$ cat config.mk
export PLATFORM = sky130hd
export DESIGN_NAME = gamepad_input_report_parser
export DESIGN_NICKNAME = d
export VERILOG_FILES = /design/src/sv/gipr_pkg.sv /design/src/sv/gipr_section_map.sv /design/src/sv/gipr_report_state.sv /design/src/sv/gamepad_input_report_parser.sv
export SDC_FILE = /design/constraint.sdc
export NUM_CORES = 1
export LEC_CHECK = 0
export BUFFER_PORTS_ARGS = -buffer_cell sky130_fd_sc_hd__clkbuf_2
export CELL_PAD_IN_SITES_DETAIL_PLACEMENT = 1
export CELL_PAD_IN_SITES_GLOBAL_PLACEMENT = 2
export CORE_MARGIN = 2
export CORE_UTILIZATION = 37
export CTS_CLUSTER_SIZE = 20
export DETAILED_ROUTE_END_ITERATION = 10
export PLACE_DENSITY_LB_ADDON = 0.1
export SLEW_MARGIN = 20
export SYNTH_ARGS = -nofsm -noshare
export SYNTH_HDL_FRONTEND = slang
export SYNTH_HIERARCHICAL = 1
export SYNTH_SLANG_ARGS = --single-unit
export TNS_END_PERCENT = 100
$ cat constraint.sdc
create_clock -name clk -period 8.5 [get_ports clk]
set_clock_uncertainty 0.1 [all_clocks]
set_input_delay 0.425 -clock clk [delete_from_list [all_inputs] [get_ports clk]]
set_output_delay 0.425 -clock clk [all_outputs]
set_load 0.01 [all_outputs]
$ cat src/sv/gipr_pkg.sv
// shared types and constants for the gamepad input report parser
package gipr_pkg;

    localparam int COUNT_W      = 5;
    localparam int NUM_SECTIONS = 5;
    localparam int NUM_AXES     = 6;

    localparam logic [COUNT_W-1:0] COUNT_MAX    = 5'd31;
    localparam logic [COUNT_W-1:0] BODY_START   = 5'd3;
    localparam logic [7:0]         HEADER_BYTE  = 8'hC0;
    localparam logic [3:0]         TYPE_INPUT   = 4'h4;
    localparam logic [23:0]        BUTTON_MASK  = 24'h5FFFFF;

    localparam logic [COUNT_W-1:0] POS_HEADER   = 5'd0;
    localparam logic [COUNT_W-1:0] POS_TYPE     = 5'd1;
    localparam logic [COUNT_W-1:0] POS_FLAGS_HI = 5'd2;

    // section order inside the report body
    localparam int SEC_BUTTONS  = 0;
    localparam int SEC_TRIGGERS = 1;
    localparam int SEC_STICK    = 2;
    localparam int SEC_LPAD     = 3;
    localparam int SEC_RPAD     = 4;

    localparam logic [15:0] SECTION_FLAG [0:NUM_SECTIONS-1] =
        '{16'h0010, 16'h0020, 16'h0080, 16'h0100, 16'h0200};
    localparam logic [COUNT_W-1:0] SECTION_SIZE [0:NUM_SECTIONS-1] =
        '{5'd3, 5'd2, 5'd4, 5'd4, 5'd4};

    typedef enum logic [1:0] {
        STATUS_OK         = 2'd0,
        STATUS_BAD_LENGTH = 2'd1,
        STATUS_BAD_HEADER = 2'd2
    } status_t;

    typedef struct packed {
        logic               en;
        logic [COUNT_W-1:0] start;
    } section_slot_t;

    typedef struct packed {
        logic [23:0]                  buttons;
        logic [1:0][7:0]              triggers;
        logic [NUM_AXES-1:0][15:0]    axes;
    } pad_state_t;

endpackage

$ cat src/sv/gipr_section_map.sv
// body section placement from the content word
module gipr_section_map #(
    parameter int REPORT_LENGTH = 19
) (
    input  logic [15:0]                                    content_flags,
    output gipr_pkg::section_slot_t [gipr_pkg::NUM_SECTIONS-1:0] slots
);
    import gipr_pkg::*;

    always_comb
    begin
        logic [COUNT_W-1:0] off;
        logic [COUNT_W-1:0] end_pos;
        off   = BODY_START;
        slots = '0;
        for (int s = 0; s < NUM_SECTIONS; s++)
        begin
            end_pos        = off + SECTION_SIZE[s];
            slots[s].start = off;
            slots[s].en    = ((content_flags & SECTION_FLAG[s]) != 16'h0000)
                             && (end_pos <= COUNT_W'(REPORT_LENGTH));
            if ((content_flags & SECTION_FLAG[s]) != 16'h0000)
            begin
                off = end_pos;
            end
        end
    end

endmodule

$ cat src/sv/gipr_report_state.sv
// byte position tracking, shadow decode and commit of the held state
module gipr_report_state #(
    parameter int REPORT_LENGTH = 19
) (
    input  logic                                           clk,
    input  logic                                           rst_n,
    input  logic                                           step,
    input  logic [7:0]                                     data_byte,
    input  logic                                           last_byte,
    input  gipr_pkg::section_slot_t [gipr_pkg::NUM_SECTIONS-1:0] slots,
    output logic [15:0]                                    content_flags,
    output gipr_pkg::status_t                              status_next,
    output gipr_pkg::pad_state_t                           held_next
);
    import gipr_pkg::*;

    logic [COUNT_W-1:0] count_reg,  count_next;
    logic               fault_reg,  fault_next;
    logic [15:0]        flags_reg,  flags_next;
    pad_state_t         shadow_reg, shadow_next;
    pad_state_t         held_reg;

    assign content_flags = flags_reg;

    always_ff @(posedge clk or negedge rst_n)
    begin
        if (!rst_n)
        begin
            count_reg  <= '0;
            fault_reg  <= 1'b0;
            flags_reg  <= '0;
            shadow_reg <= '0;
            held_reg   <= '0;
        end
        else
        begin
            count_reg  <= count_next;
            fault_reg  <= fault_next;
            flags_reg  <= flags_next;
            shadow_reg <= shadow_next;
            held_reg   <= held_next;
        end
    end

    always_comb
    begin
        logic [COUNT_W-1:0] diff;
        logic [1:0]         idx;
        logic [2:0]         axis_sel;
        count_next  = count_reg;
        fault_next  = fault_reg;
        flags_next  = flags_reg;
        shadow_next = shadow_reg;
        held_next   = held_reg;
        status_next = STATUS_OK;
        diff        = '0;
        idx         = '0;
        axis_sel    = '0;
        if (step)
        begin
            case (count_reg)
                POS_HEADER:
                begin
                    shadow_next = held_reg;
                    fault_next  = (data_byte != HEADER_BYTE);
                    flags_next  = '0;
                end
                POS_TYPE:
                begin
                    fault_next = fault_reg | (data_byte[3:0] != TYPE_INPUT);
                    flags_next = {8'h00, data_byte};
                end
                POS_FLAGS_HI:
                begin
                    flags_next = {data_byte, flags_reg[7:0]};
                end
                default:
                begin
                    if (count_reg != COUNT_MAX)
                    begin
                        for (int s = 0; s < NUM_SECTIONS; s++)
                        begin
                            diff = count_reg - slots[s].start;
                            idx  = diff[1:0];
                            if (slots[s].en && count_reg >= slots[s].start
                                && diff < SECTION_SIZE[s])
                            begin
                                if (s == SEC_BUTTONS)
                                begin
                                    shadow_next.buttons[idx*8 +: 8] = data_byte;
                                end
                                else if (s == SEC_TRIGGERS)
                                begin
                                    shadow_next.triggers[idx[0]] = data_byte;
                                end
                                else
                                begin
                                    axis_sel = 3'(2 * (s - SEC_STICK)) + {2'b00, idx[1]};
                                    shadow_next.axes[axis_sel][idx[0]*8 +: 8] = data_byte;
                                end
                            end
                        end
                    end
                end
            endcase

            if (count_reg != COUNT_MAX)
            begin
                count_next = count_reg + 5'd1;
            end

            if (last_byte)
            begin
                if (count_reg != COUNT_W'(REPORT_LENGTH - 1))
                begin
                    status_next = STATUS_BAD_LENGTH;
                end
                else if (fault_next)
                begin
                    status_next = STATUS_BAD_HEADER;
                end
                else
                begin
                    status_next       = STATUS_OK;
                    held_next         = shadow_next;
                    held_next.buttons = shadow_next.buttons & BUTTON_MASK;
                end
                count_next = '0;
                fault_next = 1'b0;
            end
        end
    end

    a_last_clears_count: assert property (@(posedge clk) disable iff (!rst_n)
        step && last_byte |=> count_reg == '0)
        else $error("byte count not cleared after last byte");

    a_commit_needs_ok: assert property (@(posedge clk) disable iff (!rst_n)
        held_next != held_reg |-> step && last_byte && status_next == STATUS_OK)
        else $error("held state changed without a good report");

    a_ok_needs_length: assert property (@(posedge clk) disable iff (!rst_n)
        step && last_byte && status_next == STATUS_OK
        |-> count_reg == COUNT_W'(REPORT_LENGTH - 1))
        else $error("good status on wrong length");

endmodule

$ cat src/sv/gamepad_input_report_parser.sv
// top level of the byte-serial gamepad input report parser
//
//  channel  | handshake                   | payload
//  ---------+-----------------------------+-------------------------------------
//  item     | item_valid / item_stall     | data_byte, last_byte
//  result   | result_valid / result_stall | status, buttons, triggers, six axes
//
// one report byte is taken per cycle while item_stall is low; a byte is held in the
// input register, then section decode and commit run in a single pass into the
// state and result registers, so a result is valid once its last byte has left the input register
// reset clears the byte position, header flag, content word, shadows and held state
// item_stall rises only while a last byte waits and the result register is
// still full and stalled; other bytes keep flowing
module gamepad_input_report_parser #(
    parameter int REPORT_LENGTH = 19
) (
    input  logic               clk,
    input  logic               rst_n,
    // report byte requests
    input  logic               item_valid,
    output logic               item_stall,
    input  logic [7:0]         data_byte,
    input  logic               last_byte,
    // result requests
    output logic               result_valid,
    input  logic               result_stall,
    output logic [1:0]         status,
    output logic [23:0]        buttons,
    output logic [7:0]         left_trigger,
    output logic [7:0]         right_trigger,
    output logic signed [15:0] stick_x,
    output logic signed [15:0] stick_y,
    output logic signed [15:0] left_pad_x,
    output logic signed [15:0] left_pad_y,
    output logic signed [15:0] right_pad_x,
    output logic signed [15:0] right_pad_y
);
    import gipr_pkg::*;

    // input register
    logic       item_valid_reg;
    logic [7:0] data_reg;
    logic       last_reg;

    // result register
    logic       result_valid_reg;
    status_t    status_reg;
    pad_state_t result_reg;

    logic          hold;
    logic          step;
    logic [15:0]   content_flags;
    section_slot_t [NUM_SECTIONS-1:0] slots;
    status_t       status_next;
    pad_state_t    held_next;

    // a last byte can only move on when the result register has room
    assign hold       = item_valid_reg && last_reg && result_valid_reg && result_stall;
    assign step       = item_valid_reg && !hold;
    assign item_stall = hold;

    always_ff @(posedge clk or negedge rst_n)
    begin
        if (!rst_n)
        begin
            item_valid_reg <= 1'b0;
        end
        else if (!hold)
        begin
            item_valid_reg <= item_valid;
        end
    end

    always_ff @(posedge clk)
    begin
        if (!hold)
        begin
            data_reg <= data_byte;
            last_reg <= last_byte;
        end
    end

    // where each body section lands for the current content word
    gipr_section_map #(
        .REPORT_LENGTH (REPORT_LENGTH)
    ) u_section_map (
        .content_flags (content_flags),
        .slots         (slots)
    );

    // position tracking, shadow decode and commit
    gipr_report_state #(
        .REPORT_LENGTH (REPORT_LENGTH)
    ) u_report_state (
        .clk           (clk),
        .rst_n         (rst_n),
        .step          (step),
        .data_byte     (data_reg),
        .last_byte     (last_reg),
        .slots         (slots),
        .content_flags (content_flags),
        .status_next   (status_next),
        .held_next     (held_next)
    );

    always_ff @(posedge clk or negedge rst_n)
    begin
        if (!rst_n)
        begin
            result_valid_reg <= 1'b0;
        end
        else if (step && last_reg)
        begin
            result_valid_reg <= 1'b1;
        end
        else if (!result_stall)
        begin
            result_valid_reg <= 1'b0;
        end
    end

    always_ff @(posedge clk)
    begin
        if (step && last_reg)
        begin
            status_reg <= status_next;
            result_reg <= held_next;
        end
    end

    assign result_valid  = result_valid_reg;
    assign status        = status_reg;
    assign buttons       = result_reg.buttons;
    assign left_trigger  = result_reg.triggers[0];
    assign right_trigger = result_reg.triggers[1];
    assign stick_x       = result_reg.axes[0];
    assign stick_y       = result_reg.axes[1];
    assign left_pad_x    = result_reg.axes[2];
    assign left_pad_y    = result_reg.axes[3];
    assign right_pad_x   = result_reg.axes[4];
    assign right_pad_y   = result_reg.axes[5];

    a_stall_needs_full_output: assert property (@(posedge clk) disable iff (!rst_n)
        item_stall |-> result_valid_reg && item_valid_reg && last_reg)
        else $error("input stalled without a waiting result");

    a_last_gives_result: assert property (@(posedge clk) disable iff (!rst_n)
        step && last_reg |=> result_valid_reg)
        else $error("last byte did not produce a result");

    a_result_only_from_last: assert property (@(posedge clk) disable iff (!rst_n)
        $rose(result_valid_reg) |-> $past(step && last_reg))
        else $error("result appeared without a last byte");

endmodule

* Word-level counts from Yosys, hierarchy flattened
Index checks and enable logic that the tools add are counted.
** Word-level totals
- Register bits :: 437
- Output and inout bits :: 140
- Word-level logic and storage cells :: 181
** Operators by class
- Reductions and logical operators :: 38
- Add/subtract/negate cells :: 16
- $lt $le $gt $ge :: 22
- Shift-type cells :: 8
- Muxes and demuxes :: 47
- Bitwise operators :: 5
- Equality and inequality tests :: 7
** Operators by type and width (number)
- 96-bit 2-to-1 mux :: 9
- 136-bit 2-to-1 mux :: 5
- 112-bit 2-to-1 mux :: 4
- 96-bit bitwise mux :: 3
- 136-bit one-hot mux with 2 select lines :: 1
- 4-bit negation with 34-bit output :: 3
- 8-bit by 34-bit variable shift with 16-bit output (first input constant) :: 3
- 8-bit by 34-bit variable part select with 16-bit output :: 3
- 16-bit demux with 3-bit select :: 2
- 16-bit 2-to-1 mux :: 3
- 5-bit negation with 34-bit output :: 1
- 8-bit by 34-bit variable shift with 24-bit output (first input constant) :: 1
- 8-bit by 34-bit variable part select with 24-bit output :: 1
- 10-bit one-hot mux with 3 select lines :: 1
- 5-bit 2-to-1 mux :: 5
- 24-bit bitwise mux :: 1
- 24-bit 2-to-1 mux :: 1
- 1-bit logical AND :: 23
- 5-bit <= comparator (second input constant) :: 4
- 16-bit bitwise mux :: 1
- 16-bit demux with 1-bit select :: 1
- 5-bit by 3-bit adder with 5-bit output (second input constant) :: 3
- 5-bit greater-or-equal comparator :: 3
- 5-bit by 3-bit less-than comparator with 1-bit output (second input constant) :: 3
- 38 further kinds :: 58

* Logic depth before layout (Yosys ltp)
Gate-level depths: netlist (run 1).
- Word-level depth :: 29
- Depth in mapped cells :: 17

* Hierarchy
Netlist (run 1), hierarchy kept.
** By module, submodules not included
- gipr_report_state :: cells an instance 1794, instances 1, area an instance 16811.1 um^2
- gamepad_input_report_parser :: cells an instance 158, instances 1, area an instance 4513.1 um^2
- gipr_section_map :: cells an instance 55, instances 1, area an instance 425.4 um^2

* Worst setup path after synthesis (run 1)
OpenSTA, ideal clock, no wires.
- Kind :: reg-to-reg
- From :: reg last_reg
- To :: reg result_reg, in the netlist buttons[0] (enable)
- Stages on the path, launching flop included :: 3
- Required time :: 7.718 ns
- Library setup time :: 0.682 ns
- Arrival :: 7.189 ns
- Path slack :: 0.529 ns
- Path through :: edfxtp_1 -> nand2_1 -> a21oi_1
** On the way
- Word-level cells in the longest chain between the ends :: 6
** Ends and longest elaborated chain
- start, declared :: line gamepad_input_report_parser.sv:43 : logic last_reg;
- start signal, assigned :: line gamepad_input_report_parser.sv:79 : last_reg <= last_byte;
- 1-bit logical AND (3 in a row) :: line gamepad_input_report_parser.sv:58 : assign hold = item_valid_reg && last_reg && result_valid_reg && result_stall;
- 1-bit logical NOT
- 1-bit logical AND :: line gamepad_input_report_parser.sv:59 : assign step = item_valid_reg && !hold;
- 1-bit logical AND (*) :: line gamepad_input_report_parser.sv:124 : if (step && last_reg)
- end signal, assigned :: line gamepad_input_report_parser.sv:127 : result_reg <= held_next;
- end, declared :: line gamepad_input_report_parser.sv:48 : pad_state_t result_reg;
Mark *: on every way between the ends. The rest lies on a longest branch, timed or not.
A chain may end at the register's enable or synchronous reset.

==> out/results.tsv, run 1 <==
stage	metric	value	unit
worst_hold_path	hold_depth	3	
floorplan	die_x	244	um
critical_path	reg2reg_slack	3.76	ns
place	dp.cells	2727	
sta	max_freq	211	MHz
sta	drv_slew	0	
final_layout	diodes	0	
pwr	ir_worst_vdd	0.000157	V
final_layout	n_fill_cell	6226	
critical_path	critPathArrivalTime	5.11	ns
sta	timing.max_slew.rel_slack	26.2	%
critical_path	crit_fanout	60	
clock_network	post_cts_buffers	0	
global_route	grt_max_degree	123	
place	detailedPlace.worstSlack	3.78	ns
final_layout	area_growth_syn_to_layout	14.3	%
pwr	p_total	5.91	mW
drt	route.antenna.remaining_nets	0	
sta	finalSetupTns	0	ns
clock_network	cts_root_buf	clkbuf_16	
drt	drc	0	
floorplan	num_io_pins	153	
clock_network	cts_hold_buf	11	
drt	post_drt_via_cell_ratio	5.98	
place	post_dp_cell_area	0.0226	sq mm
worst_hold_path	whs_endpoint	result_valid	
place	portBuffers	152	
sta	hold_violations	0	
clock_network	htree_levels	2	
global_route	grt_pass1_wl	110000	um
clock_network	clkLatencyLatePin	0.60	ns
run_status	status	completed	
final_layout	largest_reg_flops	136	
critical_path	r2r_end	u_report_state/shadow_reg[87]	
drt	drt_iter0_markers	1123	
final_layout	nNetsFinal	2086	
sta	finalSetupViolCount	0	
critical_path	required	8.88	ns
drt	vias	16937	
yosys	syn_avg_cell_area	10.8	sq um
drt	dr.pass1.iters	5	
floorplan	rows	88	
critical_path	critPathCaptureType	register	
sta	period_needed	4.74	ns
pwr	p_per_area	242	mW/mm^2
final_layout	fin_util	42.5	%
floorplan	die_h	244	um
clock_network	max-clock-path-buffers	3	
global_route	antenna_found_initial	2	
clock_network	cts_buffers	50	
floorplan	die_area	0.0596	sq mm
drt	post_drt_wl_per_cell	24.5	um
global_route	grt.overflow.total	0	
worst_hold_path	hp-class	input port to register	
worst_hold_path	hp-start	result_stall	
final_layout	fin_cells	2834	
critical_path	reg2reg_depth	15	
place	dp_hpwl	38000	um
sta	fin_ws	3.76	ns
job	cap_violations	0	
final_layout	multi_input_area	0.00888	sq mm
sta	rsz0062_at_grt	false	
critical_path	r2r-start	u_report_state/content_flags[4]	
final_layout	drive_gt1_share	16.1	%
clock_network	clock-sinks	430	
yosys	synth_area	0.0213	sq mm
yosys	netlist_instances	1980	
critical_path	worstSetupStartpointType	register	
clock_network	cts_tree	built	
floorplan	coreArea	0.0574	sq mm
clock_network	clk_pin_slew	0.06	ns
clock_network	ctsResizeCount	0	
global_route	grt_pass1_vias	17819	
yosys	yosysWarnings	6	
drt	drt-total-wl	69500	um
final_layout	finish.instance_area	0.0244	sq mm
global_route	grt_usage	23.4	%
pwr	p_leak	9.74	nW
final_layout	seq_area	0.0115	sq mm
sta	worst_hold_slack	0.0480	ns
place	routabilityCongestion	0.743	
critical_path	path_class	register to register	
floorplan	start_util	37.2	%
sta	fin_crit_sh	55.7	%
sta	tightest_slew	1.10	ns
[critical path, stage by stage (launching register included)]
cell and delay (ns):
dfrtp_1 0.46, inv_1 0.22, ha_1 0.42, xnor2_2 0.22
inv_1 0.10, ha_1 0.28, inv_1 0.05, a21oi_1 0.22
inv_1 0.08, ha_1 0.36, nor2b_1 0.17, o31ai_1 0.33
o221a_2 0.25, buf_4 0.52, a31oi_1 0.45, a22o_1 0.35
[worst max path at each step]
stage / from / end / slack (ns)
2_1_floorplan: last_reg / buttons[0] / 0.53
3_3_place_gp: u_report_state/content_flags[4] / u_report_state/shadow_reg[82] / 3.98
3_5_place_dp: u_report_state/content_flags[4] / u_report_state/shadow_reg[84] / 3.78
4_1_cts: u_report_state/content_flags[4] / u_report_state/shadow_reg[84] / 3.71
5_1_grt: u_report_state/content_flags[4] / u_report_state/shadow_reg[82] / 3.26
6_report: u_report_state/content_flags[4] / u_report_state/shadow_reg[87] / 3.76
[final cells by class]
class,instances,area share (%)
sequential,430,47.1
multi-input combinational,1295,36.4
clock buffer,64,5.77
timing repair buffer,201,4.99
tap,765,3.92
clock inverter,30,1.08
inverter,49,0.754
[layout by cell type, fill, tap and decap left out, drive strengths merged, types with 9 or more instances in the layout]
cell / n
nor3b: 10
inv: 48
and2: 18
a211oi: 13
o21a: 12
o2bb2ai: 31
a221o: 10
nor4: 32
a22oi: 13
or2: 34
nor3: 9
o31ai: 17
dlygate4sd3: 11
o21ai: 54
a22o: 123
a31oi: 95
clkinv: 24
a32o: 48
a21oi: 95
a311o: 9
and3: 13
ha: 41
a311oi: 9
dfrtp: 283
nor2: 149
nand2: 139
clkbuf: 215
nand4: 24
buf: 39
o211ai: 67
nor2b: 18
nand3: 40
o221ai: 9
edfxtp: 147
conb: 9
or4: 37
[where the power goes]
| group | internal [mW] | leakage, nW | switching [mW] |
|---|---|---|---|
| Clock | 1.31 | 0.821 | 0.903 |
| Sequential | 2.19 | 5.37 | 0.0440 |
| Combinational | 0.330 | 3.55 | 1.12 |
| Total | 3.84 | 9.74 | 2.07 |
[per-layer routing]
layer | share of wire (%) | GRT usage, % | vias up
li1 | - | - | 7652
met1 | 48 | 33.7 | 8819
met2 | 46 | 37.2 | 380
met3 | 4.1 | 3.34 | 86
met4 | 1.9 | 5.38 | 0
met5 | 0 | 0 | -
No activity file was read; power rests on OpenSTA's default activity.
==> run 2: changes to the inputs <==
- CORE_UTILIZATION: 37 -> 41
- clock period: 8.5 -> 4.8 ns (I/O delays scaled with it)
==> run 2 against run 1 <==
Net effect:
- routed wire length is 0.83% lower
- sequential cell count unchanged
- via count is 2.0% higher
- register-to-register slack worse by 3.5 ns
- critical path type unchanged
- largest cell class unchanged
- highest routed layer unchanged
==> out/results.tsv, run 2 (synthesis results as in run 1) <==
stage	metric	value	unit	change
floorplan	rows	83		-5.7%
floorplan	coreArea	0.0514	sq mm	-10%
pwr	p_leak	9.90	nW	+1.7%
drt	drt-total-wl	68900	um	-0.83%
worst_hold_path	hp-class	input port to async pin		
pwr	switching_share	34.9	%	-0.12 points
pwr	p_clk_share	36.9	%	-0.6 points
sta	max_freq	221	MHz	+4.7%
drt	dr.pass1.iters	5		unchanged
sta	drv_slew	0		unchanged
critical_path	reg2reg_slack	0.28	ns	-3.49 ns
critical_path	required	5.04	ns	-3.84 ns
pwr	ir_worst_vdd	0.000286	V	+82%
sta	tightest_slew	1.12	ns	+0.0186 ns
sta	timing.max_slew.rel_slack	25.2	%	-0.98 points
clock_network	clkLatencyLatePin	0.61	ns	about the same
critical_path	critPathArrivalTime	4.77	ns	-0.34 ns
global_route	grt_pass1_vias	18133		+1.8%
critical_path	slowest_delay	0.80	ns	+0.28 ns
critical_path	cp_slowest_cell	or4b_2		
critical_path	critPathCaptureType	register		
drt	post_drt_wl_per_cell	24.7	um	+0.80%
sta	period_needed	4.52	ns	-0.214 ns
final_layout	mostFrequentLayoutCell	dfrtp_1		
floorplan	die_x	232	um	-4.9%
critical_path	reg2reg_depth	15		unchanged
critical_path	cp_common_cell	inv_1		
critical_path	path_class	register to register		
sta	finalSetupViolCount	0		unchanged
final_layout	finish.instance_area	0.0246	sq mm	+0.74%
global_route	grt_pass1_wl	108000	um	-1.8%
final_layout	nNetsFinal	2123		+1.8%
pwr	share_comb_of_total_power	25.9	%	+1.3 points
final_layout	area_growth_syn_to_layout	15.2	%	
drt	route.antenna.remaining_nets	0		unchanged
final_layout	layout_common_cells	dfrtp_1 (282), clkbuf_2 (151), nor2_1 (148)		
sta	fin_crit_sh	94.2	%	+38 points
final_layout	drive_gt1_share	17.3	%	+1.2 points
drt	post_drt_via_cell_ratio	6.20		+3.7%
pwr	power.share.sequential	37.2	%	-0.7 points
critical_path	crit_chain	inv_1, ha_1, xnor2_2, inv_1, ha_1, inv_1, a21oi_1, inv_1, ha_1, nor2b_1, nor3b_4, buf_4, or4b_2, o211ai_1, a21oi_1		
global_route	antenna_found_initial	3		+1
pwr	switching_power	3.71	mW	+79%
floorplan	die_area	0.0539	sq mm	-9.6%
floorplan	num_io_pins	153		unchanged
global_route	grt_usage	25.5	%	+2.1 points
drt	vias	17283		+2.0%
final_layout	largest_reg_flops	136		unchanged
critical_path	worstSetupStartpointType	register		
drt	drc	0		unchanged
floorplan	die_h	232	um	-4.9%
place	dp.cells	2676		-1.9%
critical_path	crit_fanout	9		-85%
place	routabilityCongestion	0.774		+4.2%
clock_network	cts_root_buf	clkbuf_16		
critical_path	r2r-start	u_report_state/content_flags[4]		
clock_network	clk_pin_slew	0.06	ns	about the same
clock_network	max-clock-path-buffers	3		unchanged
sta	rsz0062_at_grt	false		
run_status	status	completed		
global_route	grt_max_degree	139		+13%
sta	hold_violations	0		unchanged
sta	finalSetupTns	0	ns	unchanged
sta	fin_ws	0.277	ns	-3.49 ns
floorplan	start_util	41.5	%	+4.3 points
clock_network	clock-sinks	430		unchanged
place	portBuffers	152		unchanged
global_route	grt.overflow.total	0		unchanged
final_layout	fin_cells	2788		-1.6%
pwr	internal_power	6.92	mW	+80%
clock_network	htree_levels	2		unchanged
job	cap_violations	0		unchanged
clock_network	cts_buffers	51		+2.0%
critical_path	r2r_end	right_pad_y[5]		
place	post_dp_cell_area	0.0228	sq mm	+0.97%
place	detailedPlace.worstSlack	0.205	ns	-3.57 ns
drt	drt_iter0_markers	1086		-3.3%
place	dp_hpwl	38600	um	+1.5%
pwr	p_per_area	432	mW/mm^2	+79%
clock_network	cts_tree	built		
## run 2: cell count changes in the layout (fill, tap and decap cells not counted), sizes merged
| cell | before | now |
|---|---|---|
| diode | 0 | 1 |
| inv | 48 | 51 |
| clkinvlp | 2 | 1 |
| clkbuf | 215 | 227 |
| dlygate4sd3 | 11 | 12 |
| buf | 39 | 73 |
| nor3b | 10 | 11 |
| clkinv | 24 | 12 |
## run 2: area by class of cell
cell class              instances  area, sq um
diodes                          1         2.50
clock buffers                  76         1430
clock inverters                20          234
fillers                      5500        26800
inverters                      49          184
multi-input cells            1296         8870
flip-flops and latches        430        11500
well taps                     680          851
repair buffers                236         1520
## run 2: metrics by stage
stage | util (%) | power, mW | hold WS, ns
2_1_floorplan | - | 5.69 | -0.156
3_3_place_gp | 44.3 | 6.66 | 0.204
3_5_place_dp | 44.3 | 6.71 | 0.201
4_1_cts | 47.8 | 10.7 | 0.164
5_1_grt | 47.8 | 11.1 | 0.198
6_report | 47.8 | 10.6 | 0.112
## run 2: worst max path at each step
stage	startpoint	end
after detailed placement	u_report_state/content_flags[4]	right_pad_y[4]
after global placement	u_report_state/content_flags[4]	right_pad_y[0]
after global routing	u_report_state/content_flags[4]	right_pad_y[5]
final	u_report_state/content_flags[4]	right_pad_y[5]
after CTS	u_report_state/content_flags[4]	right_pad_y[4]
after floorplan	u_report_state/content_flags[4]	right_pad_y[5]
## run 2: power by group through the flow
stage / sequential, mW / clock [mW] / combinational, mW
2_1_floorplan: 4.03 / 0 / 1.65
3_3_place_gp: 4.02 / 0 / 2.64
3_5_place_dp: 4.02 / 0 / 2.69
4_1_cts: 3.95 / 4.01 / 2.71
5_1_grt: 3.96 / 4.15 / 2.97
6_report: 3.95 / 3.92 / 2.75
## run 2: metal layers
metal | vias up | track usage [%] | wire, um
met1 | 9025 | 35.7 | 32100
met3 | 96 | 3.33 | 2920
met4 | 0 | 7.57 | 1450
met5 | - | 0 | 0
li1 | 7734 | - | -
met2 | 428 | 41.4 | 32400
## run 2: timing repair
item	4_1_cts	5_1_grt
hold buffers	12	0
hold endpoints to repair	88	0
buffers inserted	0	2
endpoints found under the setup margin	0	38
gates resized for setup	0	1
## run 2: worst max-delay path: cells and delay by family (launching register included)
family / cells / cell delay (ns)
AND/OR/NAND/NOR: 3 / 1.20
flip-flops: 1 / 0.46
XOR/XNOR: 1 / 0.21
adder cells (fa/ha/maj): 3 / 0.98
buffers and inverters: 5 / 0.69
AO/OA/AOI/OAI: 3 / 0.63
